**config.mk**
```make
export PLATFORM = sky130hd
export DESIGN_NAME = rgbyuv_math
export DESIGN_NICKNAME = d
export VERILOG_FILES = /design/src/design/rgbyuv_pkg.sv /design/src/design/rgbyuv_math.sv
export SDC_FILE = /design/constraint.sdc
export NUM_CORES = 1
export LEC_CHECK = 0
export BUFFER_PORTS_ARGS = -buffer_cell sky130_fd_sc_hd__buf_4
export CORE_MARGIN = 1
export CORE_UTILIZATION = 36
export DETAILED_ROUTE_END_ITERATION = 12
export PLACE_DENSITY_LB_ADDON = 0.25
export SYNTH_ARGS = -nofsm -noshare
export SYNTH_HDL_FRONTEND = slang
export SYNTH_SLANG_ARGS = --single-unit
```
**constraint.sdc**
```tcl
create_clock -name clk -period 10.2 [get_ports clk]
set_clock_uncertainty 0.05 [all_clocks]
set_input_delay 2.04 -clock clk [delete_from_list [all_inputs] [get_ports clk]]
set_output_delay 2.04 -clock clk [all_outputs]
set_load 0.005 [all_outputs]
```
**src/design/rgbyuv_pkg.sv**
```systemverilog
// ----------------------------------------------------------------------------
// rgbyuv_pkg
// Types, coefficients and helpers shared by the RGB to YUV 4:2:0 converter.
// ----------------------------------------------------------------------------
package rgbyuv_pkg;

	localparam int PIX_W        = 8;
	localparam int CFG_W        = 13;
	localparam int PAIR_W       = 9;
	localparam int BLK_W        = 10;
	localparam int LINE_W       = 3 * PAIR_W;
	localparam int PROD_W       = 25;
	localparam int ACC_W        = 28;
	localparam int CHROMA_SHIFT = 18;
	localparam int LUMA_SHIFT   = 16;
	localparam int FIFO_DEPTH   = 8;
	localparam int FIFO_PW      = 3;

	localparam logic [0:0] REG_IMAGE_WIDTH  = 1'b0;
	localparam logic [0:0] REG_IMAGE_HEIGHT = 1'b1;

	localparam logic [CFG_W-1:0] WIDTH_RESET  = 13'd640;
	localparam logic [CFG_W-1:0] HEIGHT_RESET = 13'd480;

	localparam logic [15:0] Y_R = 16'd16839;
	localparam logic [15:0] Y_G = 16'd33059;
	localparam logic [15:0] Y_B = 16'd6420;
	localparam logic [15:0] U_R = 16'd9719;
	localparam logic [15:0] U_G = 16'd19081;
	localparam logic [15:0] U_B = 16'd28800;
	localparam logic [15:0] V_R = 16'd28800;
	localparam logic [15:0] V_G = 16'd24116;
	localparam logic [15:0] V_B = 16'd4684;

	localparam logic [PROD_W-1:0] Y_OFFSET = PROD_W'(32768 + (16 << 16));
	localparam logic [ACC_W-1:0]  C_OFFSET = ACC_W'(131072 + (128 << 18));

	typedef struct packed {
		logic              valid;
		logic [PIX_W-1:0]  red;
		logic [PIX_W-1:0]  green;
		logic [PIX_W-1:0]  blue;
		logic [PIX_W-1:0]  alpha;
		logic [PAIR_W-1:0] pair_r;
		logic [PAIR_W-1:0] pair_g;
		logic [PAIR_W-1:0] pair_b;
		logic              odd_row;
		logic              emit;
		logic              seen;
		logic              frame_end;
	} rgbyuv_s1_t;

	typedef struct packed {
		logic             frame_end;
		logic             seen;
		logic             chroma_valid;
		logic [PIX_W-1:0] chroma_v;
		logic [PIX_W-1:0] chroma_u;
		logic [PIX_W-1:0] alpha;
		logic [PIX_W-1:0] luma;
	} rgbyuv_res_t;

	function automatic logic [PIX_W-1:0] chroma_clip(input logic signed [ACC_W-1:0] acc);
		logic [PIX_W-1:0] res;
		if (acc[ACC_W-1]) begin
			res = '0;
		end else if (|acc[ACC_W-2:CHROMA_SHIFT+PIX_W]) begin
			res = '1;
		end else begin
			res = acc[CHROMA_SHIFT+PIX_W-1:CHROMA_SHIFT];
		end
		return res;
	endfunction

endpackage

```
**src/design/rgbyuv_math.sv**
```systemverilog
// ----------------------------------------------------------------------------
// rgbyuv_math
// Block sums, constant-coefficient products, and luma and chroma rounding
// with clipping.
// ----------------------------------------------------------------------------
module rgbyuv_math (
	input  logic                          clk,
	input  logic                          arst_n,
	input  rgbyuv_pkg::rgbyuv_s1_t        stage_s1,
	input  logic [rgbyuv_pkg::LINE_W-1:0] line_rdata,
	output logic                          push,
	output rgbyuv_pkg::rgbyuv_res_t       result,
	output logic [1:0]                    inflight
);

	import rgbyuv_pkg::*;

	logic [BLK_W-1:0]  rs;
	logic [BLK_W-1:0]  gs;
	logic [BLK_W-1:0]  bs;

	logic              valid_s2;
	logic [BLK_W-1:0]  rs_s2;
	logic [BLK_W-1:0]  gs_s2;
	logic [BLK_W-1:0]  bs_s2;
	logic [PIX_W-1:0]  red_s2;
	logic [PIX_W-1:0]  green_s2;
	logic [PIX_W-1:0]  blue_s2;
	logic [PIX_W-1:0]  alpha_s2;
	logic              emit_s2;
	logic              seen_s2;
	logic              fe_s2;

	logic              valid_s3;
	logic [PROD_W-1:0] yr_s3;
	logic [PROD_W-1:0] yg_s3;
	logic [PROD_W-1:0] yb_s3;
	logic [PROD_W-1:0] ur_s3;
	logic [PROD_W-1:0] ug_s3;
	logic [PROD_W-1:0] ub_s3;
	logic [PROD_W-1:0] vr_s3;
	logic [PROD_W-1:0] vg_s3;
	logic [PROD_W-1:0] vb_s3;
	logic [PIX_W-1:0]  alpha_s3;
	logic              emit_s3;
	logic              seen_s3;
	logic              fe_s3;

	logic [PROD_W-1:0]       y_sum;
	logic signed [ACC_W-1:0] u_acc;
	logic signed [ACC_W-1:0] v_acc;

	always_comb begin
		if (stage_s1.odd_row) begin
			rs = BLK_W'(line_rdata[PAIR_W-1:0])          + BLK_W'(stage_s1.pair_r);
			gs = BLK_W'(line_rdata[2*PAIR_W-1:PAIR_W])   + BLK_W'(stage_s1.pair_g);
			bs = BLK_W'(line_rdata[3*PAIR_W-1:2*PAIR_W]) + BLK_W'(stage_s1.pair_b);
		end else begin
			rs = {stage_s1.pair_r, 1'b0};
			gs = {stage_s1.pair_g, 1'b0};
			bs = {stage_s1.pair_b, 1'b0};
		end
	end

	always_ff @(posedge clk or negedge arst_n) begin
		if (!arst_n) begin
			valid_s2 <= 1'b0;
			valid_s3 <= 1'b0;
		end else begin
			valid_s2 <= stage_s1.valid;
			valid_s3 <= valid_s2;
		end
	end

	always_ff @(posedge clk) begin
		rs_s2    <= rs;
		gs_s2    <= gs;
		bs_s2    <= bs;
		red_s2   <= stage_s1.red;
		green_s2 <= stage_s1.green;
		blue_s2  <= stage_s1.blue;
		alpha_s2 <= stage_s1.alpha;
		emit_s2  <= stage_s1.emit;
		seen_s2  <= stage_s1.seen;
		fe_s2    <= stage_s1.frame_end;

		yr_s3    <= PROD_W'(red_s2)   * PROD_W'(Y_R);
		yg_s3    <= PROD_W'(green_s2) * PROD_W'(Y_G);
		yb_s3    <= PROD_W'(blue_s2)  * PROD_W'(Y_B);
		ur_s3    <= PROD_W'(rs_s2) * PROD_W'(U_R);
		ug_s3    <= PROD_W'(gs_s2) * PROD_W'(U_G);
		ub_s3    <= PROD_W'(bs_s2) * PROD_W'(U_B);
		vr_s3    <= PROD_W'(rs_s2) * PROD_W'(V_R);
		vg_s3    <= PROD_W'(gs_s2) * PROD_W'(V_G);
		vb_s3    <= PROD_W'(bs_s2) * PROD_W'(V_B);
		alpha_s3 <= alpha_s2;
		emit_s3  <= emit_s2;
		seen_s3  <= seen_s2;
		fe_s3    <= fe_s2;
	end

	assign y_sum = yr_s3 + yg_s3 + yb_s3 + Y_OFFSET;
	assign u_acc = $signed(ACC_W'(ub_s3)) - $signed(ACC_W'(ur_s3))
		- $signed(ACC_W'(ug_s3)) + $signed(C_OFFSET);
	assign v_acc = $signed(ACC_W'(vr_s3)) - $signed(ACC_W'(vg_s3))
		- $signed(ACC_W'(vb_s3)) + $signed(C_OFFSET);

	always_comb begin
		result.luma         = y_sum[LUMA_SHIFT+PIX_W-1:LUMA_SHIFT];
		result.alpha        = alpha_s3;
		result.chroma_valid = emit_s3;
		result.chroma_u     = emit_s3 ? chroma_clip(u_acc) : '0;
		result.chroma_v     = emit_s3 ? chroma_clip(v_acc) : '0;
		result.seen         = seen_s3;
		result.frame_end    = fe_s3;
	end

	assign push     = valid_s3;
	assign inflight = {1'b0, valid_s2} + {1'b0, valid_s3};

endmodule

```
=== Yosys cells after proc, flatten, opt, wreduce, memory -nomap -nowiden ===
Cells that the tools add are included.

* $add $sub $neg: 13
* Multipliers: 9
* Multiplexer cells: 9

{| class="wikitable"
|+ Operators with widths
! operator !! number
|-
| $add A27 B27 Y28 const B || 2
|-
| $mux W8 || 6
|-
| $mul A10 B8 Y18 const B || 2
|-
| $add A9 B9 Y10 || 3
|-
| $mux W10 || 3
|-
| $sub A26 B24 Y27 || 1
|-
| $sub A26 B26 Y27 || 1
|-
| $sub A25 B24 Y26 || 1
|-
| $sub A25 B25 Y26 || 1
|-
| $mul A10 B15 Y25 const B || 1
|-
| $add A23 B24 Y24 || 1
|-
| $add A24 B21 Y24 || 1
|-
| $add A24 B21 Y24 const B || 1
|-
| $mul A10 B14 Y24 const B || 1
|-
| $mul A8 B16 Y24 const B || 1
|-
| $mul A10 B13 Y23 const B || 1
|-
| $mul A8 B15 Y23 const B || 1
|-
| $mul A10 B11 Y21 const B || 1
|-
| $mul A8 B11 Y19 const B || 1
|-
| $add A1 B1 Y2 || 1
|}

* Bits in registers: 273
* Bits of input ports: 93
* Output and inout bits: 38
* Logic and storage cells: 59

=== Depth between registers and ports, before layout ===
Gate-level depths: netlist (run 1).

* Word-level depth: 6
* Mapped depth: 24

=== Least setup slack after synthesis (run 1) ===
Ideal clock, no wire load.

* Kind: register to output
* From: register vr_s3[7]
* To: output port result[30] in the netlist's numbering
* Arrival time: 4.452 ns
* Setup slack: 3.658 ns
* Cell stages (with the launch flop): 23
* Cells stage by stage: dfxtp_1 > ha_1 > nor4b_2 > a221o_1 > o21a_1 > nor2_1 > nor2b_1 > o21a_1 > o21ai_0 > nand2b_1 > a21oi_1 > xnor2_1 > ha_1 > ha_1 > and4_1 > a41o_1 > a211oi_4 > a21oi_2 > a221oi_4 > o21bai_2 > a21oi_2 > xor2_2 > a21oi_1

{| class="wikitable"
|+ RTL lines
! what !! RTL line !! source
|-
| start, declared || rgbyuv_math.sv:41 || <nowiki>logic [PROD_W-1:0] vr_s3;</nowiki>
|-
| start signal, assigned || rgbyuv_math.sv:93 || <nowiki>vr_s3 <= PROD_W'(rs_s2) * PROD_W'(V_R);</nowiki>
|-
| end, declared || rgbyuv_math.sv:12 || <nowiki>output rgbyuv_pkg::rgbyuv_res_t result,</nowiki>
|}

==> out/qor.txt, run 1 <==
=====================================================================================
Outcome ................................................................ complete, no violations
Average via count per standard cell ....................................        4.788
Minimum clock period ...................................................     7.672 ns
CORE AREA ..............................................................  72,830 um^2
Total Neg Setup Slack ..................................................         0 ns
Setup repair after global routing missed its margin ....................           no
Hold buffer count at CTS ...............................................            0
Deepest level of the CTS H-tree ........................................            2
Clock tree from TritonCTS ..............................................         done
Buffer count from post-CTS setup fixing ................................            0
CP max stage delay .....................................................      0.41 ns
Maximum number of pins on one net before global-route repair ...........           37
Vias after detailed routing ............................................       18,179
Number of max-slew violations in the final report ......................            0
Cell with the most instances after synthesis ........................... sky130_fd_sc_hd__ha_1
Top cells by area in the synthesized netlist ........................... sky130_fd_sc_hd__ha_1 33%, sky130_fd_sc_hd__dfxtp_1 20%, sky130_fd_sc_hd__fa_1 14%
Number of iterations in the first detailed-routing pass ................            5
Hold/Removal Path Class ................................................ register to register
Fraction of the core area covered by cells at the end of the flow ......       0.4100
Post-synth top area cell ............................................... sky130_fd_sc_hd__ha_1
Most used flip-flop cell after synthesis ............................... sky130_fd_sc_hd__dfxtp_1
Clock-pin slew of the registers on the worst-case setup and hold paths .      0.06 ns
Drt initial violations .................................................          576
Number of global-route vias before repair ..............................       19,200
Final Net Count ........................................................        3,788
Final Setup Violations .................................................            0
Number of top-level design ports .......................................          131
Fraction of synthesized cell area taken by the top area cell type ......       0.3269
Initial Util ...........................................................       0.3637
Site Rows ..............................................................           99
Cell Area, Placed ......................................................  28,630 um^2
Critical path arrival ..................................................      5.58 ns
Total of flip-flops plus latches after synthesis .......................          269
CP endpoint kind .......................................................   output pin
Number of antenna violations at the first check in global routing ......            2
WL per Instance ........................................................     14.76 um
Root Driver ............................................................ sky130_fd_sc_hd__clkbuf_16
Syn Nets ...............................................................        3,628
Wire length of the first global-routing pass ...........................    94,080 um
Number of input and output port buffers inserted .......................          130
Maximum operating frequency ............................................    130.3 MHz
Maximum fanout along the worst path ....................................            7
Final clock period utilization by the worst path .......................       0.7522
Total number of yosys warnings .........................................            0
Clock latency of the later-clocked register in the worst-skew pair .....      0.54 ns
Most prevalent standard cell on the critical path ...................... sky130_fd_sc_hd__ha_1
Total track usage ......................................................       0.1548
Slew @ Worst Pin .......................................................    0.7211 ns
Number of buffers inserted during clock tree synthesis .................           35
Number of max-capacitance violations reported ..........................            0
Horizontal die dimension ...............................................     273.2 um
Vertical extent of the die .............................................     273.2 um
Top cells by instance count after synthesis ............................ 692 x sky130_fd_sc_hd__ha_1, 477 x sky130_fd_sc_hd__inv_1, 267 x sky130_fd_sc_hd__dfxtp_1
Register area share after synthesis ....................................       0.2037
Global-route congestion overflow total .................................            0
Area added between synthesis and finish ................................       12.74%
Synthesized netlist cell count .........................................        2,653
DRC ....................................................................            0
Fraction of registers with async set or reset after synthesis ..........     0.007435
Max clock buf depth ....................................................            3
Final std cell area, no fill ...........................................  29,860 um^2
Post-DRT Antenna Nets ..................................................            0
Resize count post-CTS ..................................................            0
Average instance area after synthesis ..................................   9.984 um^2
Worst setup path category .............................................. register to output pin
Routability cong. ......................................................       0.8626
Worst slew margin relative to its limit ................................       0.5186
Worst setup SP type ....................................................     register
Total Routed Length ....................................................    56,040 um
Cell with the largest stage delay on the worst path .................... sky130_fd_sc_hd__dfxtp_1
Number of endpoints with negative hold slack in the final report .......            0
Proportion of layout cells with a drive suffix above 1 .................      0.08739
Critical path cell sequence ............................................ ha_1 > nor4b_2 > a221o_1 > o21a_1 > nor2_1 > nor2b_1 > o21a_1 > o21ai_0 > nand2b_1 > a21oi_1 > xnor2_1 > ha_1 > ha_1 > o21ai_0 > o21bai_1 > a21o_1 > a211oi_4 > a21oi_2 > a221oi_4 > o21bai_2 > a21oi_2 > xor2_2 > a21oi_1 > buf_4
Library cells used by synthesis ........................................           75
DP Wirelength ..........................................................    47,820 um
Die Area ...............................................................  74,660 um^2
Count of antenna diodes in the layout ..................................            0
Number of enable-type register cells in the synthesized netlist ........            0
Required time of the critical path .....................................      8.11 ns
Cell area after technology mapping .....................................  26,490 um^2
Clock sink count .......................................................          269
=====================================================================================
[state kept, by name (all words and copies together), names as in the netlist, 18 cells and up]
register,cells
ug_s3,25
yg_s3,24
ur_s3,23
yr_s3,23
vb_s3,21
vg_s3,21
yb_s3,19
vr_s3,18
[worst max-delay path: cells and delay by family (launching register included)]
family                   cells  cell delay (ns)
adder cells (fa/ha/maj)      3             0.85
XOR/XNOR                     2             0.43
AO/OA/AOI/OAI               14             2.71
flip-flops                   1             0.41
buffers and inverters        1             0.16
AND/OR/NAND/NOR              4             0.46
[cells in the final DEF, fill, tap and decap left out, types with 63 or more instances in the layout]
master | synthesis | routed
sky130_fd_sc_hd__nor2_1 | 102 | 102
sky130_fd_sc_hd__buf_4 | 3 | 130
sky130_fd_sc_hd__ha_1 | 692 | 692
sky130_fd_sc_hd__a21oi_1 | 153 | 153
sky130_fd_sc_hd__xnor2_1 | 159 | 159
sky130_fd_sc_hd__inv_1 | 477 | 477
sky130_fd_sc_hd__o21ai_0 | 63 | 63
sky130_fd_sc_hd__fa_1 | 190 | 190
sky130_fd_sc_hd__dfxtp_1 | 267 | 267
sky130_fd_sc_hd__xor2_1 | 64 | 64
[routing by layer]
metal	up-vias	wire, um	share of wire	track usage
met1	8651	26320	0.47	0.1982
met2	205	26750	0.48	0.2733
met3	70	1683	0.030	0.01860
li1	9253	-	-	-
met4	0	1286	0.023	0.03999
met5	-	0	0	0
[area by class of cell]
type                    instances  area (um^2)
repair buffers                130        975.9
fillers                      7188        42970
clock inverters                20        284.0
clock buffers                  42        952.2
multi-input cells            1899        19260
inverters                     478         1797
flip-flops and latches        269         5395
well taps                     959         1200
[stage by stage]
stage	hold WS [ns]	setup WS (ns)	instances
3_5_place_dp	0.2621	3.091	3735
4_1_cts	0.2749	2.482	3797
2_1_floorplan	0.2596	3.658	2653
3_3_place_gp	0.2600	3.183	3735
6_report	0.2744	2.528	3797
5_1_grt	0.2797	2.160	3797
[path summary, 6_finish.rpt]
path,from,endpoint,slack [ns],cells after the start
worst max-delay path,vr_s3[7]$_DFF_P_,result[30],2.53,24
worst min-delay path,seen_s2$_DFF_P_,seen_s3$_DFF_P_,0.27,0
worst max register to register,rs_s2[3]$_DFF_P_,ur_s3[23]$_DFF_P_,3.93,20
worst min register to register,seen_s2$_DFF_P_,seen_s3$_DFF_P_,0.27,0
max in group asynchronous,arst_n,valid_s2$_DFF_PN0_,8.80,1
min in group asynchronous,arst_n,push$_DFF_PN0_,1.22,1
[cells by family after synthesis]
group / Yosys count / synth area share
AND/OR/NAND/NOR: 323 / 0.06004
adder cells (fa/ha/maj): 882 / 0.4705
AO/OA/AOI/OAI: 448 / 0.1123
buffers and inverters: 485 / 0.06925
multiplexers: 21 / 0.008786
XOR/XNOR: 225 / 0.07539
flip-flops: 269 / 0.2037
Power of run 1 is not shown: default switching activity piles up to over one toggle a cycle in this logic, so the estimate is an artifact.
==> run 2, diff against run 1 <==
==> constraint.sdc (replaced) <==
create_clock -name clk -period 6.2 [get_ports clk]
set_clock_uncertainty 0.05 [all_clocks]
set_input_delay 1.24 -clock clk [delete_from_list [all_inputs] [get_ports clk]]
set_output_delay 1.24 -clock clk [all_outputs]
set_load 0.005 [all_outputs]
==> run 2 against run 1 <==
Effect of this change: the run now ends with setup timing left; global-route usage up 0.19 points; register-to-register slack worse by 3.4 ns; first-iteration DRC count is 8.7% lower; flip-flop and latch count unchanged; hold slack hardly changed; final cell count is 0.87% higher; sequential share of layout area is 0.31 points lower; clock-buffer cell count increased by 4; core utilization rose by 0.72 points; die area is the same.
==> out/qor.txt, run 2 (synthesis gave the netlist of run 1 again) <==
=====================================================================================
Outcome ................................................................ finished, violations left
Violations in the final reports ........................................ setup timing
Family with the most delay on the worst path ........................... compound AO/OA/AOI/OAI gates
Worst setup path category .............................................. register to output pin
Fill cell count ........................................................        7,123
Number of top-level design ports .......................................          131
Cell with the largest stage delay on the worst path .................... sky130_fd_sc_hd__a221o_1
Number of endpoints with negative hold slack in the final report .......            0
Count of buffer and inverter cells on the critical path ................            3
Number of buffers inserted during clock tree synthesis .................           34
Total Routed Length ....................................................    56,840 um
Most flop-heavy register ...............................................        ug_s3
Horizontal die dimension ...............................................     273.2 um
Most frequent cells in the layout ...................................... 683 x sky130_fd_sc_hd__ha_1, 473 x sky130_fd_sc_hd__inv_1, 265 x sky130_fd_sc_hd__dfxtp_1
Final Setup Violations .................................................            8
Post-layout worst setup margin .........................................   -0.2095 ns
Number of max-slew violations in the final report ......................            0
Final Net Count ........................................................        3,822
Worst slew margin relative to its limit ................................       0.5299
Average via count per standard cell ....................................        4.783
DRC ....................................................................            0
Max clock buf depth ....................................................            3
Top flop regs .......................................................... ug_s3 (25), yg_s3 (24)
Total track usage ......................................................       0.1567
Clock tree from TritonCTS ..............................................         done
WL per Instance ........................................................     14.84 um
Final clock period utilization by the worst path .......................        1.034
Setup repair after global routing missed its margin ....................          yes
Required time of the critical path .....................................      4.91 ns
Number of antenna violations at the first check in global routing ......            0
Minimum clock period ...................................................     6.410 ns
Site Rows ..............................................................           99
Clock latency of the later-clocked register in the worst-skew pair .....      0.54 ns
Wire length of the first global-routing pass ...........................    94,960 um
Routability cong. ......................................................       0.8697
Number of global-route vias before repair ..............................       19,582
Worst setup SP type ....................................................     register
Clock sink count .......................................................          269
Hold/Removal Path Class ................................................ register to register
Number of input and output port buffers inserted .......................          130
CORE AREA ..............................................................  72,830 um^2
Number of max-capacitance violations reported ..........................            0
Fraction of the core area covered by cells at the end of the flow ......       0.4172
Vias after detailed routing ............................................       18,320
Initial Util ...........................................................       0.3637
Maximum fanout along the worst path ....................................            7
Area added between synthesis and finish ................................       14.73%
Drt initial violations .................................................          526
Deepest level of the CTS H-tree ........................................            2
Maximum operating frequency ............................................    156.0 MHz
DP Wirelength ..........................................................    48,030 um
Total Neg Setup Slack ..................................................    -1.383 ns
Die Area ...............................................................  74,660 um^2
CP endpoint kind .......................................................   output pin
Critical path arrival ..................................................      5.12 ns
Root Driver ............................................................ sky130_fd_sc_hd__clkbuf_16
Slew @ Worst Pin .......................................................    0.7042 ns
Post-DRT Antenna Nets ..................................................            0
Maximum number of pins on one net before global-route repair ...........           37
Proportion of layout cells with a drive suffix above 1 .................       0.1129
CP max stage delay .....................................................      0.35 ns
Global-route congestion overflow total .................................            0
Vertical extent of the die .............................................     273.2 um
Most prevalent standard cell on the critical path ...................... sky130_fd_sc_hd__a21oi_2
Leading cell type in the layout, fill and taps excluded ................ sky130_fd_sc_hd__ha_1
Max FFs per register ...................................................           25
Number of iterations in the first detailed-routing pass ................            5
Clock-pin slew of the registers on the worst-case setup and hold paths .      0.05 ns
=====================================================================================
==> run 2: final timing paths <==
check                            startpoint            endpoint  slack, ns  cells after the start
min reg2reg                 seen_s2$_DFF_P_     seen_s3$_DFF_P_       0.27                      0
max in group asynchronous            arst_n      push$_DFF_PN0_       5.60                      1
max                        vg_s3[7]$_DFF_P_          result[25]      -0.21                     26
min in group asynchronous            arst_n  valid_s2$_DFF_PN0_       0.42                      1
min                         seen_s2$_DFF_P_     seen_s3$_DFF_P_       0.27                      0
max reg2reg                rs_s2[1]$_DFF_P_   ur_s3[23]$_DFF_P_       0.49                     20
==> run 2: layout make-up <==
cell class | count | area, um^2 | share of cell area
antenna | 2 | 5.005 | 0.0001647
clock buffer | 46 | 985.9 | 0.03244
clock inverter | 12 | 193.9 | 0.006382
inverter | 478 | 1797 | 0.05912
multi-input combinational | 1899 | 19550 | 0.6432
sequential | 269 | 5398 | 0.1776
tap | 959 | 1200 | 0.03948
timing repair buffer | 165 | 1262 | 0.04154
==> run 2: per-layer routing <==
layer,global-route usage,part of all wire
met1,0.1982,0.46
met2,0.2744,0.47
met3,0.01947,0.031
met4,0.05101,0.029
met5,0,0
==> run 2: per-stage QoR <==
stage,area [um^2],cells,hold slack [ns],worst slack [ns]
finish,30390,3830,0.2745,-0.2095
global route,30380,3828,0.2771,-0.4759
CTS,30160,3816,0.2743,-0.2930
detailed placement,28720,3748,0.2621,-0.1023
global placement,28720,3748,0.2600,0.03442
floorplan,26490,2653,0.2596,0.4578
==> run 2: what timing repair did <==
| item | CTS | global route |
|---|---|---|
| gates resized for setup | 37 | 27 |
| setup buffers | 11 | 12 |
| endpoints found under the setup margin | 16 | 16 |
| pin swaps | 21 | 33 |
| hold buffers | 0 | 0 |
Power of run 2 is left out for the same reason.
