==> src/design/rgbyuv_pkg.sv <==
// ----------------------------------------------------------------------------
// rgbyuv_pkg
// Types, coefficients and helpers shared by the RGB to YUV 4:2:0 converter.
// ----------------------------------------------------------------------------
package rgbyuv_pkg;

	localparam int PIX_W        = 8;
	localparam int CFG_W        = 13;
	localparam int PAIR_W       = 9;
	localparam int BLK_W        = 10;
	localparam int LINE_W       = 3 * PAIR_W;
	localparam int PROD_W       = 25;
	localparam int ACC_W        = 28;
	localparam int CHROMA_SHIFT = 18;
	localparam int LUMA_SHIFT   = 16;
	localparam int FIFO_DEPTH   = 8;
	localparam int FIFO_PW      = 3;

	localparam logic [0:0] REG_IMAGE_WIDTH  = 1'b0;
	localparam logic [0:0] REG_IMAGE_HEIGHT = 1'b1;

	localparam logic [CFG_W-1:0] WIDTH_RESET  = 13'd640;
	localparam logic [CFG_W-1:0] HEIGHT_RESET = 13'd480;

	localparam logic [15:0] Y_R = 16'd16839;
	localparam logic [15:0] Y_G = 16'd33059;
	localparam logic [15:0] Y_B = 16'd6420;
	localparam logic [15:0] U_R = 16'd9719;
	localparam logic [15:0] U_G = 16'd19081;
	localparam logic [15:0] U_B = 16'd28800;
	localparam logic [15:0] V_R = 16'd28800;
	localparam logic [15:0] V_G = 16'd24116;
	localparam logic [15:0] V_B = 16'd4684;

	localparam logic [PROD_W-1:0] Y_OFFSET = PROD_W'(32768 + (16 << 16));
	localparam logic [ACC_W-1:0]  C_OFFSET = ACC_W'(131072 + (128 << 18));

	typedef struct packed {
		logic              valid;
		logic [PIX_W-1:0]  red;
		logic [PIX_W-1:0]  green;
		logic [PIX_W-1:0]  blue;
		logic [PIX_W-1:0]  alpha;
		logic [PAIR_W-1:0] pair_r;
		logic [PAIR_W-1:0] pair_g;
		logic [PAIR_W-1:0] pair_b;
		logic              odd_row;
		logic              emit;
		logic              seen;
		logic              frame_end;
	} rgbyuv_s1_t;

	typedef struct packed {
		logic             frame_end;
		logic             seen;
		logic             chroma_valid;
		logic [PIX_W-1:0] chroma_v;
		logic [PIX_W-1:0] chroma_u;
		logic [PIX_W-1:0] alpha;
		logic [PIX_W-1:0] luma;
	} rgbyuv_res_t;

	function automatic logic [PIX_W-1:0] chroma_clip(input logic signed [ACC_W-1:0] acc);
		logic [PIX_W-1:0] res;
		if (acc[ACC_W-1]) begin
			res = '0;
		end else if (|acc[ACC_W-2:CHROMA_SHIFT+PIX_W]) begin
			res = '1;
		end else begin
			res = acc[CHROMA_SHIFT+PIX_W-1:CHROMA_SHIFT];
		end
		return res;
	endfunction

endpackage

==> src/design/rgbyuv_fifo.sv <==
// ----------------------------------------------------------------------------
// rgbyuv_fifo
// Small register queue that holds finished results until the sink takes them.
// ----------------------------------------------------------------------------
module rgbyuv_fifo #(
	parameter int WIDTH = 35
) (
	input  logic                         clk,
	input  logic                         arst_n,
	input  logic                         push,
	input  logic [WIDTH-1:0]             wdata,
	input  logic                         pop,
	output logic [WIDTH-1:0]             rdata,
	output logic                         not_empty,
	output logic [rgbyuv_pkg::FIFO_PW:0] count
);

	import rgbyuv_pkg::*;

	logic [WIDTH-1:0]   mem_q [FIFO_DEPTH];
	logic [FIFO_PW-1:0] wr_ptr_q;
	logic [FIFO_PW-1:0] rd_ptr_q;
	logic [FIFO_PW:0]   count_q;

	always_ff @(posedge clk or negedge arst_n) begin
		if (!arst_n) begin
			wr_ptr_q <= '0;
			rd_ptr_q <= '0;
			count_q  <= '0;
		end else begin
			if (push) begin
				wr_ptr_q <= wr_ptr_q + FIFO_PW'(1);
			end
			if (pop) begin
				rd_ptr_q <= rd_ptr_q + FIFO_PW'(1);
			end
			case ({push, pop})
				2'b10:   count_q <= count_q + (FIFO_PW+1)'(1);
				2'b01:   count_q <= count_q - (FIFO_PW+1)'(1);
				default: count_q <= count_q;
			endcase
		end
	end

	always_ff @(posedge clk) begin
		if (push) begin
			mem_q[wr_ptr_q] <= wdata;
		end
	end

	assign rdata     = mem_q[rd_ptr_q];
	assign not_empty = count_q != '0;
	assign count     = count_q;

endmodule

==> config.mk <==
export PLATFORM = sky130hd
export DESIGN_NAME = rgbyuv_fifo
export DESIGN_NICKNAME = d
export VERILOG_FILES = /design/src/design/rgbyuv_pkg.sv /design/src/design/rgbyuv_fifo.sv
export SDC_FILE = /design/constraint.sdc
export NUM_CORES = 1
export LEC_CHECK = 0
export ABC_AREA = 1
export BUFFER_PORTS_ARGS = -buffer_cell sky130_fd_sc_hd__clkbuf_2
export CAP_MARGIN = 20
export CELL_PAD_IN_SITES_DETAIL_PLACEMENT = 0
export CELL_PAD_IN_SITES_GLOBAL_PLACEMENT = 1
export CORE_ASPECT_RATIO = 0.8
export CORE_MARGIN = 2
export CORE_UTILIZATION = 32
export CTS_CLUSTER_DIAMETER = 30
export DETAILED_ROUTE_END_ITERATION = 10
export GPL_TIMING_DRIVEN = 1
export HOLD_SLACK_MARGIN = 0.08
export PLACE_DENSITY_LB_ADDON = 0.1
export SETUP_SLACK_MARGIN = 0.3
export SYNTH_ARGS = -nofsm -noshare
export SYNTH_HDL_FRONTEND = slang
export SYNTH_SLANG_ARGS = --single-unit
==> constraint.sdc <==
create_clock -name clk -period 2.7 [get_ports clk]
set_input_delay 0.54 -clock clk [delete_from_list [all_inputs] [get_ports clk]]
set_output_delay 0.54 -clock clk [all_outputs]
set_load 0.02 [all_outputs]
**After elaboration in Yosys (flattened, before gate mapping)**

Memory sizes are Yosys's and may differ from the RTL's.
Index checks and enable logic that the tools add are counted.

- Bits in registers: 10
- Bits in writable memories: 280
- Logic and storage cells: 15
- Memories: 1

- Add/sub/neg operators: 4
- Equal/unequal tests: 2
- Muxes and demuxes: 3
- Reduce and logical (&&, ||, !) cells: 2

Memory list:

| name | depth | width | read ports | clocked after memory_dff | write ports | RTL line | text |
|---|---|---|---|---|---|---|---|
| mem_q | 8 | 35 | 1 | 0 | 1 | rgbyuv_fifo.sv:20 | `logic [WIDTH-1:0] mem_q [FIFO_DEPTH];` |

Operator list:

| cell | count |
|---|---|
| case mux 4 bit (2 select lines) | 1 |
| adder 3 x 1 -> 3 bit, second input constant | 2 |
| adder 4 x 1 -> 4 bit, second input constant | 1 |
| nonzero test 4 bit | 1 |
| subtractor 4 x 1 -> 4 bit, second input constant | 1 |
| equality test 2 x 1 -> 1 bit, second input constant | 1 |
| equality test 2 bit, second input constant | 1 |
| two-way mux 1 bit | 2 |
| nonzero test 2 bit | 1 |

**Depth between registers and ports, before layout**

Gate-level depths: netlist of run 1.

- Depth in word-level cells: 2
- Depth in mapped cells: 10

**Worst setup path before layout of run 1**

Ideal clock, no wire load.

- Kind: input-to-reg
- Start: input port push
- End: memory mem_q[0][0] (enable)
- Library setup time: 0.427 ns
- Arrival: 2.343 ns
- Setup slack: -0.070 ns
- Stages on the path: 3
- Buffers on the path: 0
- Cells stage by stage: inv_1 > or2_1 > nor2_1

- Word-level cells in the longest chain between the ends: 2

RTL lines:

| what | RTL line | text |
|---|---|---|
| from (decl) | rgbyuv_fifo.sv:10 | `input logic push,` |
| two-way mux 1 bit | rgbyuv_fifo.sv:46 | `if (push) begin` |
| two-way mux 1 bit (not written as such) | rgbyuv_fifo.sv:47 | `mem_q[wr_ptr_q] <= wdata;` |
| to (decl) | rgbyuv_fifo.sv:20 |  |

Every way passes these cells.

**Worst setup path after layout of run 1**

- Start: register rd_ptr_q[0]
- End: output port rdata[27]

- Word-level cells in the longest chain between the ends: 1

RTL lines:

| what | RTL line | text |
|---|---|---|
| from (decl) | rgbyuv_fifo.sv:22 | `logic [FIFO_PW-1:0] rd_ptr_q;` |
| from (signal assigned) | rgbyuv_fifo.sv:35 | `rd_ptr_q <= rd_ptr_q + FIFO_PW'(1);` |
| memory read (8 x 35 bit) | n/a |  |
| to (decl) | rgbyuv_fifo.sv:13 | `output logic [WIDTH-1:0] rdata,` |

Every way passes these cells.

==> results of run 1 <==
through the flow:
step | TNS (ns) | power (uW) | std cells
final | 0 | 22000 | 1544
after global routing | -0.645 | 23000 | 1544
after CTS | -0.0318 | 21300 | 1531
after detailed placement | 0 | 11400 | 1388
after global placement | 0 | 11500 | 1388
after floorplan | -9.83 | 9440 | 865
cells in the mapped netlist, types with 2 or more instances:
| cell | n | share of area |
|---|---|---|
| edfxtp_1 | 280 | 0.73 |
| nand2_1 | 126 | 0.041 |
| nor2_1 | 125 | 0.041 |
| o21ai_0 | 113 | 0.049 |
| o22ai_1 | 70 | 0.038 |
| o21ai_1 | 30 | 0.013 |
| nor2_2 | 27 | 0.015 |
| clkbuf_1 | 22 | 0.0072 |
| buf_2 | 16 | 0.0070 |
| inv_1 | 11 | 0.0036 |
| dfrtp_1 | 10 | 0.022 |
| buf_6 | 9 | 0.0088 |
| ha_1 | 5 | 0.0055 |
| nand3_1 | 4 | 0.0017 |
| xor2_1 | 3 | 0.0023 |
| buf_8 | 2 | 0.0026 |
| inv_2 | 2 | 0.00066 |
| or2_1 | 2 | 0.0011 |
| xnor2_1 | 2 | 0.0015 |
power breakdown:
part | internal (uW) | total [uW] | switching, uW
combinational | 3930 | 8940 | 5010
clock | 4900 | 7360 | 2460
sequential | 5490 | 5710 | 213
sequential cells by signal (all words and copies together), names as in the netlist:
register,count
mem_q,280
rd_ptr_q,3
count,4
wr_ptr_q,3
path summary, 6_finish.rpt:
path	endpoint	depth (start not counted)	start	slack, ns
min in group asynchronous	wr_ptr_q[0]$_DFFE_PN0P_	2	arst_n	0.38
worst min-delay path	mem_q[6][30]$_DFFE_PP_	1	wdata[30]	0.24
worst max-delay path	rdata[27]	8	rd_ptr_q[0]$_DFFE_PN0P_	0.006
worst min register to register	count[3]$_DFFE_PN0P_	2	count[3]$_DFFE_PN0P_	0.55
max in group asynchronous	rd_ptr_q[0]$_DFFE_PN0P_	2	arst_n	2.06
worst max register to register	rd_ptr_q[2]$_DFFE_PN0P_	7	rd_ptr_q[0]$_DFFE_PN0P_	1.05
logic make-up (layout without fill, tap and decap cells):
family,Yosys count,count (layout),share of synthesized area
xor+xnor,5,5,0.00382
simple gates,284,284,0.0998
fa+ha+maj,5,5,0.00546
compound gates,216,216,0.102
buf+inv,65,272,0.0328
flops,290,290,0.756
routing by layer:
layer / up-vias / global-route usage
met1: 3746 / 0.243
li1: 3527 / -
met2: 175 / 0.270
met5: - / 0
met3: 52 / 0.0351
met4: 0 / 0.0500
repair_timing:
action	CTS	global route
pin swaps	37	44
setup endpoints to repair	35	35
cloned	14	13
setup buffers	14	0
gates resized for setup	198	75
endpoints found under the hold margin	10	0
hold buffers	1	0
final cells by class:
class                   instances  area, um2  area share
inverters                      14       68.8     0.00423
clock inverters                48        517      0.0318
repair inverters                1       11.3    0.000693
clock buffers                  66       1550      0.0951
flip-flops and latches        290       8660       0.533
repair buffers                143       1950       0.120
multi-input cells             510       2910       0.179
well taps                     472        591      0.0363
==> flow_summary.html, run 1 <==
<table>
<tr><th>Metric</th><th>Value</th></tr>
<tr><th colspan="2">Finish</th></tr>
<tr><td>Post-route cell area</td><td>16,300 um2</td></tr>
<tr><td>Fillers</td><td>3,106</td></tr>
<tr><td>Most frequent cells in the layout</td><td>edfxtp_1, nand2_1, nor2_1, clkbuf_16, o21ai_0</td></tr>
<tr><td>Antenna diode count</td><td>0</td></tr>
<tr><td>Count of nets after finishing</td><td>1,065</td></tr>
<tr><td>Most frequent standard cell in the layout excluding fill and tap cells</td><td>edfxtp_1</td></tr>
<tr><td>Fraction of final layout cells with drive strength greater than 1</td><td>0.351</td></tr>
<tr><td>Layout overhead on the synthesized area</td><td>41.8%</td></tr>
<tr><td>Final core utilization</td><td>0.464</td></tr>
<tr><th colspan="2">Drt</th></tr>
<tr><td>Antenna-violating nets left</td><td>0</td></tr>
<tr><td>Met2 wirelength from detailed routing</td><td>15,200 um</td></tr>
<tr><td>Average vias per placed instance</td><td>4.86</td></tr>
<tr><td>Initial DRT Pass Iterations</td><td>6</td></tr>
<tr><td>Routed length on met1</td><td>16,500 um</td></tr>
<tr><td>DRC violation count after routing</td><td>0</td></tr>
<tr><td>Total via count in the routed design</td><td>7,500</td></tr>
<tr><td>Mean routed wirelength per cell</td><td>21.8 um</td></tr>
<tr><td>Final routed wirelength across all metal layers</td><td>33,700 um</td></tr>
<tr><td>Max Used Layer</td><td>met4</td></tr>
<tr><td>Initial DRC Count</td><td>463</td></tr>
<tr><td>Total length of routed met3 wires</td><td>1420 um</td></tr>
<tr><th colspan="2">Worst setup path</th></tr>
<tr><td>Capturing element type of the critical path</td><td>primary output</td></tr>
<tr><td>Cell class contributing the biggest share of worst-path delay</td><td>buffers and inverters</td></tr>
<tr><td>Kind of launch point of the worst setup path</td><td>flop</td></tr>
<tr><td>CP Data Required Time</td><td>2.16 ns</td></tr>
<tr><td>Worst-path cell chain</td><td>buf_12 -&gt; buf_12 -&gt; clkbuf_16 -&gt; nor2_1 -&gt; o22ai_1 -&gt; nand2_1 -&gt; nand2_2 -&gt; clkbuf_8</td></tr>
<tr><td>Buffers &amp; Inverters on Critical Path</td><td>4</td></tr>
<tr><td>Largest fanout on the critical path</td><td>7</td></tr>
<tr><td>Slowest Stage Delay on Critical Path</td><td>0.56 ns</td></tr>
<tr><td>Library cell contributing the largest single delay on the critical path</td><td>dfrtp_4</td></tr>
<tr><td>Category of the critical setup timing path</td><td>reg2out</td></tr>
<tr><td>Arrival time at the worst endpoint</td><td>2.15 ns</td></tr>
<tr><td>Cell mode on critical path</td><td>buf_12</td></tr>
<tr><th colspan="2">Global routing</th></tr>
<tr><td>Via count of the first global-routing pass</td><td>7,550</td></tr>
<tr><td>First-pass GRT wire length</td><td>48,000 um</td></tr>
<tr><td>Overall fraction of global-route tracks in use</td><td>0.173</td></tr>
<tr><td>Antenna violations before repair</td><td>0</td></tr>
<tr><td>Gr ovfl total</td><td>0</td></tr>
<tr><td>Largest net degree at the start of global routing</td><td>46</td></tr>
<tr><th colspan="2">Floorplan</th></tr>
<tr><td>Die W</td><td>216 um</td></tr>
<tr><td>Area of the die</td><td>37,300 um2</td></tr>
<tr><td>Height of the chip</td><td>173 um</td></tr>
<tr><td>Top-Level Pins</td><td>79</td></tr>
<tr><td>Core box area</td><td>35,000 um2</td></tr>
<tr><td>FP Rows</td><td>61</td></tr>
<tr><td>Effective utilization at floorplan</td><td>0.327</td></tr>
<tr><th colspan="2">STA</th></tr>
<tr><td>Post-route fraction of the period consumed by the critical path</td><td>0.998</td></tr>
<tr><td>RSZ-0062 raised after global routing</td><td>yes</td></tr>
<tr><td>Hold slack</td><td>0.237 ns</td></tr>
<tr><td>Headroom to the max-slew limit</td><td>0.673</td></tr>
<tr><td>Total count of hold-check failures in the final report</td><td>0</td></tr>
<tr><td>Final worst path period need</td><td>2.69 ns</td></tr>
<tr><td>Clock tree skew after final layout</td><td>0.00977 ns</td></tr>
<tr><td>Highest achievable clock rate</td><td>0.371 GHz</td></tr>
<tr><td>Final Max Slew Viols</td><td>0</td></tr>
<tr><td>Actual slew at the worst max-slew pin</td><td>0.491 ns</td></tr>
<tr><td>Final setup vio count</td><td>0</td></tr>
<tr><td>Worst setup margin</td><td>0.00647 ns</td></tr>
<tr><th colspan="2">Place</th></tr>
<tr><td>Total half-perimeter wirelength after legalization and detailed placement</td><td>14,200 um</td></tr>
<tr><td>Final Wtd Congestion</td><td>0.684</td></tr>
<tr><td>Instance area after placement</td><td>12,500 um2</td></tr>
<tr><td>Number of I/O port buffers</td><td>78</td></tr>
<tr><td>Worst setup slack after placement</td><td>0.454 ns</td></tr>
<tr><th colspan="2">Logic synthesis</th></tr>
<tr><td>Synth Instances</td><td>865</td></tr>
<tr><td>Mapped Area</td><td>11,500 um2</td></tr>
<tr><td>Yosys warnings</td><td>0</td></tr>
<tr><td>Post-synth EDFFs</td><td>280</td></tr>
<tr><td>Post-synthesis cell type count</td><td>25</td></tr>
<tr><td>Synthesized netlist net count</td><td>909</td></tr>
<tr><td>Register bit count reported by yosys</td><td>290</td></tr>
<tr><td>Portion of the post-synthesis area used by sequential elements</td><td>0.756</td></tr>
<tr><td>Most frequently used flop master after synthesis</td><td>edfxtp_1</td></tr>
<tr><td>Post-synthesis average cell area</td><td>13.2 um2</td></tr>
<tr><td>Fraction of synthesis flops using an asynchronous set or reset pin</td><td>0.0345</td></tr>
<tr><th colspan="2">Flow run</th></tr>
<tr><td>Maximum Capacitance Violations</td><td>0</td></tr>
<tr><th colspan="2">Power and ir drop</th></tr>
<tr><td>Maximum vdd ir drop</td><td>0.000614 V</td></tr>
<tr><td>Power density over the cells</td><td>1350 nW/um2</td></tr>
<tr><td>Leakage</td><td>0.00579 uW</td></tr>
<tr><th colspan="2">CTS</th></tr>
<tr><td>TritonCTS clock tree</td><td>yes</td></tr>
<tr><td>Insertion delay to the later sink of the worst-skew pair</td><td>0.58 ns</td></tr>
<tr><td>Number of clock buffers inserted by TritonCTS</td><td>61</td></tr>
<tr><td>Number of H-tree branching levels</td><td>2</td></tr>
<tr><td>Sinks on the clock net</td><td>290</td></tr>
<tr><td>Clock tree root driver cell</td><td>clkbuf_16</td></tr>
<tr><td>CTS max path bufs</td><td>3</td></tr>
<tr><td>CTS clock-pin slew for the worst setup and hold paths</td><td>0.05 ns</td></tr>
<tr><th colspan="2">Run status</th></tr>
<tr><td>Status</td><td>complete, no violations</td></tr>
<tr><th colspan="2">Min path</th></tr>
<tr><td>Worst hold path type</td><td>in2reg</td></tr>
</table>
Note: power is estimated with default switching activity, not from simulation.
==> run 2: changes to the inputs <==
--- a/config.mk
+++ b/config.mk
@@ -17,7 +17,7 @@
 export DETAILED_ROUTE_END_ITERATION = 10
 export GPL_TIMING_DRIVEN = 1
 export HOLD_SLACK_MARGIN = 0.08
-export PLACE_DENSITY_LB_ADDON = 0.1
+export PLACE_DENSITY_LB_ADDON = 0.15
 export SETUP_SLACK_MARGIN = 0.3
 export SYNTH_ARGS = -nofsm -noshare
 export SYNTH_HDL_FRONTEND = slang
==> flow_summary.html, run 2 (synthesis results as in run 1) <==
<table>
<tr><th>Metric</th><th>Value</th></tr>
<tr><th colspan="2">Min path</th></tr>
<tr><td>Worst hold endpoint</td><td>wr_ptr_q[1]$_DFFE_PN0P_</td></tr>
<tr><td>Worst min-delay path startpoint</td><td>push</td></tr>
<tr><td>Worst hold path type</td><td>in2reg</td></tr>
<tr><td>Number of cells on the worst hold path</td><td>2 (+1)</td></tr>
<tr><th colspan="2">Floorplan</th></tr>
<tr><td>Effective utilization at floorplan</td><td>0.327 (unchanged)</td></tr>
<tr><td>Core box area</td><td>35,000 um2 (unchanged)</td></tr>
<tr><td>Height of the chip</td><td>173 um (unchanged)</td></tr>
<tr><td>Area of the die</td><td>37,300 um2 (unchanged)</td></tr>
<tr><td>Top-Level Pins</td><td>79 (unchanged)</td></tr>
<tr><td>FP Rows</td><td>61 (unchanged)</td></tr>
<tr><td>Die W</td><td>216 um (unchanged)</td></tr>
<tr><th colspan="2">Finish</th></tr>
<tr><td>Most frequent standard cell in the layout excluding fill and tap cells</td><td>edfxtp_1</td></tr>
<tr><td>Fillers</td><td>3,154 (+1.5%)</td></tr>
<tr><td>Count of nets after finishing</td><td>1,064 (-0.094%)</td></tr>
<tr><td>Post-route cell area</td><td>15,900 um2 (-2.1%)</td></tr>
<tr><td>Layout overhead on the synthesized area</td><td>38.9%</td></tr>
<tr><td>Area taken by multi-input logic gates</td><td>2780 um2 (-4.3%)</td></tr>
<tr><td>Register name with the most flops</td><td>mem_q</td></tr>
<tr><td>Sequential cell area in the final layout</td><td>8670 um2 (about the same)</td></tr>
<tr><td>Most frequent cells in the layout</td><td>edfxtp_1, nand2_1, nor2_1, o21ai_0, clkbuf_16</td></tr>
<tr><td>Fraction of final layout cells with drive strength greater than 1</td><td>0.329 (-0.0218)</td></tr>
<tr><td>Number of flip-flops in the largest register</td><td>280 (unchanged)</td></tr>
<tr><th colspan="2">Worst setup path</th></tr>
<tr><td>Worst flop-to-flop path startpoint</td><td>rd_ptr_q[0]$_DFFE_PN0P_</td></tr>
<tr><td>Largest fanout on the critical path</td><td>7 (unchanged)</td></tr>
<tr><td>Cell class contributing the biggest share of worst-path delay</td><td>buffers and inverters</td></tr>
<tr><td>Register-to-register setup slack</td><td>0.75 ns (-0.30 ns)</td></tr>
<tr><td>Buffers &amp; Inverters on Critical Path</td><td>4 (unchanged)</td></tr>
<tr><td>Kind of launch point of the worst setup path</td><td>flop</td></tr>
<tr><td>CP Data Required Time</td><td>2.16 ns (about the same)</td></tr>
<tr><td>Worst-path cell chain</td><td>buf_12 -&gt; buf_8 -&gt; buf_16 -&gt; nor2_2 -&gt; o22ai_1 -&gt; nand2_1 -&gt; nand2_2 -&gt; buf_4</td></tr>
<tr><td>Slowest Stage Delay on Critical Path</td><td>0.59 ns (+0.03 ns)</td></tr>
<tr><td>Arrival time at the worst endpoint</td><td>2.14 ns (about the same)</td></tr>
<tr><td>Worst reg2reg path endpoint</td><td>rd_ptr_q[2]$_DFFE_PN0P_</td></tr>
<tr><td>Library cell contributing the largest single delay on the critical path</td><td>dfrtp_4</td></tr>
<tr><td>Capturing element type of the critical path</td><td>primary output</td></tr>
<tr><td>Category of the critical setup timing path</td><td>reg2out</td></tr>
<tr><td>Worst reg2reg path depth</td><td>9 (+2)</td></tr>
<tr><th colspan="2">Power and ir drop</th></tr>
<tr><td>Maximum vdd ir drop</td><td>0.000708 V (+15%)</td></tr>
<tr><td>Leakage</td><td>0.00566 uW (-2.4%)</td></tr>
<tr><td>Power density over the cells</td><td>1330 nW/um2 (-1.5%)</td></tr>
<tr><td>Overall power consumption</td><td>21,200 uW (-3.6%)</td></tr>
<tr><th colspan="2">CTS</th></tr>
<tr><td>CTS max path bufs</td><td>3 (unchanged)</td></tr>
<tr><td>Sinks on the clock net</td><td>290 (unchanged)</td></tr>
<tr><td>CTS clock-pin slew for the worst setup and hold paths</td><td>0.05 ns (about the same)</td></tr>
<tr><td>Number of H-tree branching levels</td><td>2 (unchanged)</td></tr>
<tr><td>TritonCTS clock tree</td><td>yes</td></tr>
<tr><td>Insertion delay to the later sink of the worst-skew pair</td><td>0.56 ns (-0.02 ns)</td></tr>
<tr><td>Clock tree root driver cell</td><td>clkbuf_16</td></tr>
<tr><td>Number of clock buffers inserted by TritonCTS</td><td>56 (-8.2%)</td></tr>
<tr><th colspan="2">STA</th></tr>
<tr><td>Post-route setup TNS</td><td>0 ns (unchanged)</td></tr>
<tr><td>Final worst path period need</td><td>2.68 ns (-0.0160 ns)</td></tr>
<tr><td>Highest achievable clock rate</td><td>0.373 GHz (+0.60%)</td></tr>
<tr><td>Post-route fraction of the period consumed by the critical path</td><td>0.992 (-0.00594)</td></tr>
<tr><td>RSZ-0062 raised after global routing</td><td>yes</td></tr>
<tr><td>Hold slack</td><td>0.234 ns (-0.00277 ns)</td></tr>
<tr><td>Actual slew at the worst max-slew pin</td><td>0.645 ns (+0.154 ns)</td></tr>
<tr><td>Clock tree skew after final layout</td><td>0.0146 ns (+0.00479 ns)</td></tr>
<tr><td>Worst setup margin</td><td>0.0225 ns (+0.0160 ns)</td></tr>
<tr><td>Final Max Slew Viols</td><td>0 (unchanged)</td></tr>
<tr><td>Headroom to the max-slew limit</td><td>0.570 (-0.103)</td></tr>
<tr><td>Total count of hold-check failures in the final report</td><td>0 (unchanged)</td></tr>
<tr><td>Final setup vio count</td><td>0 (unchanged)</td></tr>
<tr><th colspan="2">Drt</th></tr>
<tr><td>Total via count in the routed design</td><td>7,491 (-0.12%)</td></tr>
<tr><td>DRC violation count after routing</td><td>0 (unchanged)</td></tr>
<tr><td>Initial DRC Count</td><td>525 (+13%)</td></tr>
<tr><td>Mean routed wirelength per cell</td><td>21.9 um (+0.29%)</td></tr>
<tr><td>Final routed wirelength across all metal layers</td><td>33,700 um (about the same)</td></tr>
<tr><td>Antenna-violating nets left</td><td>0 (unchanged)</td></tr>
<tr><td>Initial DRT Pass Iterations</td><td>4 (-2)</td></tr>
<tr><td>Average vias per placed instance</td><td>4.87 (+0.27%)</td></tr>
<tr><th colspan="2">Place</th></tr>
<tr><td>Total half-perimeter wirelength after legalization and detailed placement</td><td>14,600 um (+2.6%)</td></tr>
<tr><td>Instance area after placement</td><td>12,500 um2 (about the same)</td></tr>
<tr><td>Number of I/O port buffers</td><td>78 (unchanged)</td></tr>
<tr><td>Final Wtd Congestion</td><td>0.710 (+3.8%)</td></tr>
<tr><td>Worst setup slack after placement</td><td>0.535 ns (+0.0808 ns)</td></tr>
<tr><th colspan="2">Global routing</th></tr>
<tr><td>Gr ovfl total</td><td>0 (unchanged)</td></tr>
<tr><td>Overall fraction of global-route tracks in use</td><td>0.168 (-0.00411)</td></tr>
<tr><td>Via count of the first global-routing pass</td><td>7,405 (-1.9%)</td></tr>
<tr><td>First-pass GRT wire length</td><td>47,200 um (-1.7%)</td></tr>
<tr><td>Antenna violations before repair</td><td>2 (+2)</td></tr>
<tr><td>Largest net degree at the start of global routing</td><td>43 (-6.5%)</td></tr>
<tr><th colspan="2">Flow run</th></tr>
<tr><td>Maximum Capacitance Violations</td><td>0 (unchanged)</td></tr>
<tr><th colspan="2">Run status</th></tr>
<tr><td>Status</td><td>complete, no violations</td></tr>
</table>
## run 2: what timing repair did
item,CTS,global route
endpoints found under the hold margin,10,0
hold buffers,1,0
buffers inserted,14,5
pin swaps,3,55
endpoints found under the setup margin,35,35
cloned,10,17
gates resized for setup,56,189
## run 2: how the worst max path moves through the flow
stage,start,to,slack (ns),cells after the start
5_1_grt,rd_ptr_q[0]$_DFFE_PN0P_,rdata[26],-0.04,8
6_report,rd_ptr_q[0]$_DFFE_PN0P_,rdata[33],0.02,8
2_1_floorplan,push,mem_q[0][0]$_DFFE_PP_,-0.07,3
3_3_place_gp,rd_ptr_q[0]$_DFFE_PN0P_,rdata[2],0.55,7
4_1_cts,rd_ptr_q[0]$_DFFE_PN0P_,rdata[2],0.03,7
3_5_place_dp,rd_ptr_q[0]$_DFFE_PN0P_,rdata[25],0.54,7
## run 2: per-stage QoR
| step | std cells | utilization |
|---|---|---|
| after floorplan | 865 | - |
| after global placement | 1387 | 0.358 |
| after detailed placement | 1387 | 0.358 |
| final | 1538 | 0.454 |
| after CTS | 1514 | 0.429 |
| after global routing | 1537 | 0.454 |
## run 2: layout make-up
cell class	instances	share of cell area
tap	472	0.0371
sequential	290	0.545
timing repair buffer	147	0.120
antenna	2	0.000315
timing repair inverter	1	0.000551
clock buffer	66	0.0917
multi-input combinational	510	0.175
inverter	14	0.00456
clock inverter	36	0.0265
## run 2: report_power, final
part	leakage, uW	switching, uW	internal, uW
logic	0.00211	4890	3730
clock network	0.000886	2280	4600
registers	0.00266	236	5490
total	0.00566	7400	13800
## run 2: per-layer routing
layer | global-route usage | vias up | wire (um)
met5 | 0 | - | 0
met4 | 0.0494 | 0 | 516
met3 | 0.0328 | 43 | 1490
met2 | 0.272 | 178 | 15900
met1 | 0.231 | 3760 | 15800
li1 | - | 3510 | -
==> run 3: changes to the inputs <==
==> constraint.sdc (replaced) <==
create_clock -name clk -period 2.2 [get_ports clk]
set_input_delay 0.44 -clock clk [delete_from_list [all_inputs] [get_ports clk]]
set_output_delay 0.44 -clock clk [all_outputs]
set_load 0.02 [all_outputs]
==> flow_summary.html, run 3 (synthesis results as in run 1) <==
<table>
<tr><th>Metric</th><th>Value</th></tr>
<tr><th colspan="2">Run status</th></tr>
<tr><td>Status</td><td>finished, violations left</td></tr>
<tr><td>Violated checks</td><td>setup timing</td></tr>
<tr><th colspan="2">Finish</th></tr>
<tr><td>Fraction of final layout cells with drive strength greater than 1</td><td>0.348 (+0.0194)</td></tr>
<tr><td>Layout overhead on the synthesized area</td><td>39.6%</td></tr>
<tr><td>Most frequent cells in the layout</td><td>edfxtp_1, nand2_1, nor2_1, clkbuf_16, o21ai_1</td></tr>
<tr><td>Sequential cell area in the final layout</td><td>8670 um2 (about the same)</td></tr>
<tr><td>Number of cells in the finished layout apart from fillers</td><td>1,541 (+0.20%)</td></tr>
<tr><td>Count of nets after finishing</td><td>1,061 (-0.28%)</td></tr>
<tr><td>Most frequent standard cell in the layout excluding fill and tap cells</td><td>edfxtp_1</td></tr>
<tr><td>Fillers</td><td>3,155 (+0.032%)</td></tr>
<tr><td>Register name with the most flops</td><td>mem_q</td></tr>
<tr><td>Number of flip-flops in the largest register</td><td>280 (unchanged)</td></tr>
<tr><td>Area taken by multi-input logic gates</td><td>2810 um2 (+0.99%)</td></tr>
<tr><th colspan="2">Power and ir drop</th></tr>
<tr><td>Power density over the cells</td><td>1640 nW/um2 (+23%)</td></tr>
<tr><td>Power share of the sequential group</td><td>0.267 (-0.003)</td></tr>
<tr><td>Relative contribution of combinational cells to total power</td><td>0.392 (-0.014)</td></tr>
<tr><td>Total internal power</td><td>17,100 uW (+24%)</td></tr>
<tr><td>Leakage</td><td>0.00570 uW (+0.78%)</td></tr>
<tr><td>Switching portion of total power</td><td>0.349 (about the same)</td></tr>
<tr><td>Net Switching</td><td>9150 uW (+24%)</td></tr>
<tr><td>Maximum vdd ir drop</td><td>0.000924 V (+30%)</td></tr>
<tr><td>Clock Power Share</td><td>0.341 (+0.017)</td></tr>
<tr><th colspan="2">CTS</th></tr>
<tr><td>Number of H-tree branching levels</td><td>2 (unchanged)</td></tr>
<tr><td>CTS max path bufs</td><td>3 (unchanged)</td></tr>
<tr><td>Sinks on the clock net</td><td>290 (unchanged)</td></tr>
<tr><td>TritonCTS clock tree</td><td>yes</td></tr>
<tr><td>Clock tree root driver cell</td><td>clkbuf_16</td></tr>
<tr><td>Insertion delay to the later sink of the worst-skew pair</td><td>0.58 ns (+0.02 ns)</td></tr>
<tr><td>CTS clock-pin slew for the worst setup and hold paths</td><td>0.05 ns (about the same)</td></tr>
<tr><td>Number of clock buffers inserted by TritonCTS</td><td>61 (+8.9%)</td></tr>
<tr><th colspan="2">Global routing</th></tr>
<tr><td>Overall fraction of global-route tracks in use</td><td>0.168 (about the same)</td></tr>
<tr><td>Via count of the first global-routing pass</td><td>7,368 (-0.50%)</td></tr>
<tr><td>Gr ovfl total</td><td>0 (unchanged)</td></tr>
<tr><td>First-pass GRT wire length</td><td>47,000 um (-0.44%)</td></tr>
<tr><td>Largest net degree at the start of global routing</td><td>36 (-16%)</td></tr>
<tr><td>Antenna violations before repair</td><td>1 (-1)</td></tr>
<tr><th colspan="2">Floorplan</th></tr>
<tr><td>Die W</td><td>216 um (unchanged)</td></tr>
<tr><td>Top-Level Pins</td><td>79 (unchanged)</td></tr>
<tr><td>Effective utilization at floorplan</td><td>0.327 (unchanged)</td></tr>
<tr><td>Core box area</td><td>35,000 um2 (unchanged)</td></tr>
<tr><td>Height of the chip</td><td>173 um (unchanged)</td></tr>
<tr><td>Area of the die</td><td>37,300 um2 (unchanged)</td></tr>
<tr><td>FP Rows</td><td>61 (unchanged)</td></tr>
<tr><th colspan="2">STA</th></tr>
<tr><td>Final worst path period need</td><td>2.55 ns</td></tr>
<tr><td>Total count of hold-check failures in the final report</td><td>0 (unchanged)</td></tr>
<tr><td>Actual slew at the worst max-slew pin</td><td>0.416 ns (-0.228 ns)</td></tr>
<tr><td>Post-route setup TNS</td><td>-9.81 ns (-9.81 ns)</td></tr>
<tr><td>Headroom to the max-slew limit</td><td>0.723 (+0.152)</td></tr>
<tr><td>Highest achievable clock rate</td><td>0.392 GHz</td></tr>
<tr><td>Post-route fraction of the period consumed by the critical path</td><td>1.16</td></tr>
<tr><td>Final setup vio count</td><td>35 (+35)</td></tr>
<tr><td>Final Max Slew Viols</td><td>0 (unchanged)</td></tr>
<tr><td>Clock tree skew after final layout</td><td>0.0195 ns (+0.00494 ns)</td></tr>
<tr><td>RSZ-0062 raised after global routing</td><td>yes</td></tr>
<tr><td>Worst setup margin</td><td>-0.348 ns (-0.370 ns)</td></tr>
<tr><th colspan="2">Flow run</th></tr>
<tr><td>Maximum Capacitance Violations</td><td>0 (unchanged)</td></tr>
<tr><th colspan="2">Worst setup path</th></tr>
<tr><td>Capturing element type of the critical path</td><td>primary output</td></tr>
<tr><td>Largest fanout on the critical path</td><td>8 (+1)</td></tr>
<tr><td>CP Data Required Time</td><td>1.76 ns (-0.40 ns)</td></tr>
<tr><td>Kind of launch point of the worst setup path</td><td>flop</td></tr>
<tr><td>Arrival time at the worst endpoint</td><td>2.11 ns (-0.03 ns)</td></tr>
<tr><td>Worst reg2reg path depth</td><td>3 (-6)</td></tr>
<tr><td>Category of the critical setup timing path</td><td>reg2out</td></tr>
<tr><th colspan="2">Drt</th></tr>
<tr><td>Average vias per placed instance</td><td>4.79 (-1.6%)</td></tr>
<tr><td>Initial DRT Pass Iterations</td><td>6 (+2)</td></tr>
<tr><td>Mean routed wirelength per cell</td><td>20.8 um (-5.1%)</td></tr>
<tr><td>Final routed wirelength across all metal layers</td><td>32,000 um (-4.9%)</td></tr>
<tr><td>Total via count in the routed design</td><td>7,387 (-1.4%)</td></tr>
<tr><td>Antenna-violating nets left</td><td>0 (unchanged)</td></tr>
<tr><td>Initial DRC Count</td><td>368 (-30%)</td></tr>
<tr><td>DRC violation count after routing</td><td>0 (unchanged)</td></tr>
<tr><th colspan="2">Min path</th></tr>
<tr><td>Worst hold path type</td><td>in2reg</td></tr>
<tr><td>Number of cells on the worst hold path</td><td>2 (unchanged)</td></tr>
<tr><th colspan="2">Place</th></tr>
<tr><td>Worst setup slack after placement</td><td>0.207 ns (-0.328 ns)</td></tr>
<tr><td>Post-placement cell count</td><td>1,400 (+0.94%)</td></tr>
<tr><td>Number of I/O port buffers</td><td>78 (unchanged)</td></tr>
<tr><td>Final Wtd Congestion</td><td>0.681 (-4.1%)</td></tr>
<tr><td>Total half-perimeter wirelength after legalization and detailed placement</td><td>15,400 um (+5.7%)</td></tr>
</table>
[run 3: path summary, 6_finish.rpt]
path / endpoint / slack (ns) / start
setup reg to reg: mem_q[0][21]$_DFFE_PP_ / 0.62 / wr_ptr_q[0]$_DFFE_PN0P_
hold reg to reg: count[0]$_DFFE_PN0P_ / 0.53 / count[0]$_DFFE_PN0P_
max in group asynchronous: rd_ptr_q[0]$_DFFE_PN0P_ / 1.62 / arst_n
setup / recovery: rdata[27] / -0.35 / rd_ptr_q[0]$_DFFE_PN0P_
min in group asynchronous: count[1]$_DFFE_PN0P_ / 0.29 / arst_n
hold / removal: wr_ptr_q[1]$_DFFE_PN0P_ / 0.14 / push
[run 3: power groups by stage]
stage,clock (uW),combinational (uW),sequential (uW)
2_1_floorplan,0,4530,7050
5_1_grt,9410,11100,7050
6_report,8950,10300,7000
4_1_cts,9120,9330,6970
3_3_place_gp,0,7190,7050
3_5_place_dp,0,7170,7050
[run 3: final cells by class]
type / count / area share
clock inverter: 49 / 0.0321
clock buffer: 65 / 0.0977
inverter: 14 / 0.00423
tap: 472 / 0.0369
multi-input combinational: 510 / 0.176
timing repair buffer: 140 / 0.111
antenna: 1 / 0.000156
sequential: 290 / 0.542
[run 3: metal layers]
layer | wire [um] | GRT usage | share of wire
met5 | 13 | 0 | 0.00041
met4 | 418 | 0.0437 | 0.013
met3 | 1230 | 0.0319 | 0.038
met2 | 15400 | 0.273 | 0.48
met1 | 15000 | 0.234 | 0.47
[run 3: critical path, stage by stage, from the launching register on]
cell       delay [ns]
dfrtp_4          0.55
inv_12           0.10
buf_16           0.17
clkbuf_16        0.19
nor2_4           0.03
o22ai_1          0.14
nand2_1          0.09
nand2_2          0.12
buf_8            0.12
[run 3: per-stage QoR]
stage	cell area, um2	utilization	hold WS (ns)	total power [uW]
5_1_grt	16000	0.456	0.148	27500
3_5_place_dp	12700	0.362	0.365	14200
2_1_floorplan	11500	-	0.144	11600
3_3_place_gp	12700	0.362	0.368	14200
4_1_cts	15500	0.442	0.121	25400
6_report	16000	0.456	0.137	26200
[run 3: repair_timing]
item,4_1_cts,5_1_grt
hold endpoints to repair,10,0
gates cloned,8,7
resized for setup,136,122
setup endpoints to repair,35,36
hold buffers,1,0
setup buffers,10,0
pin swaps,2,52
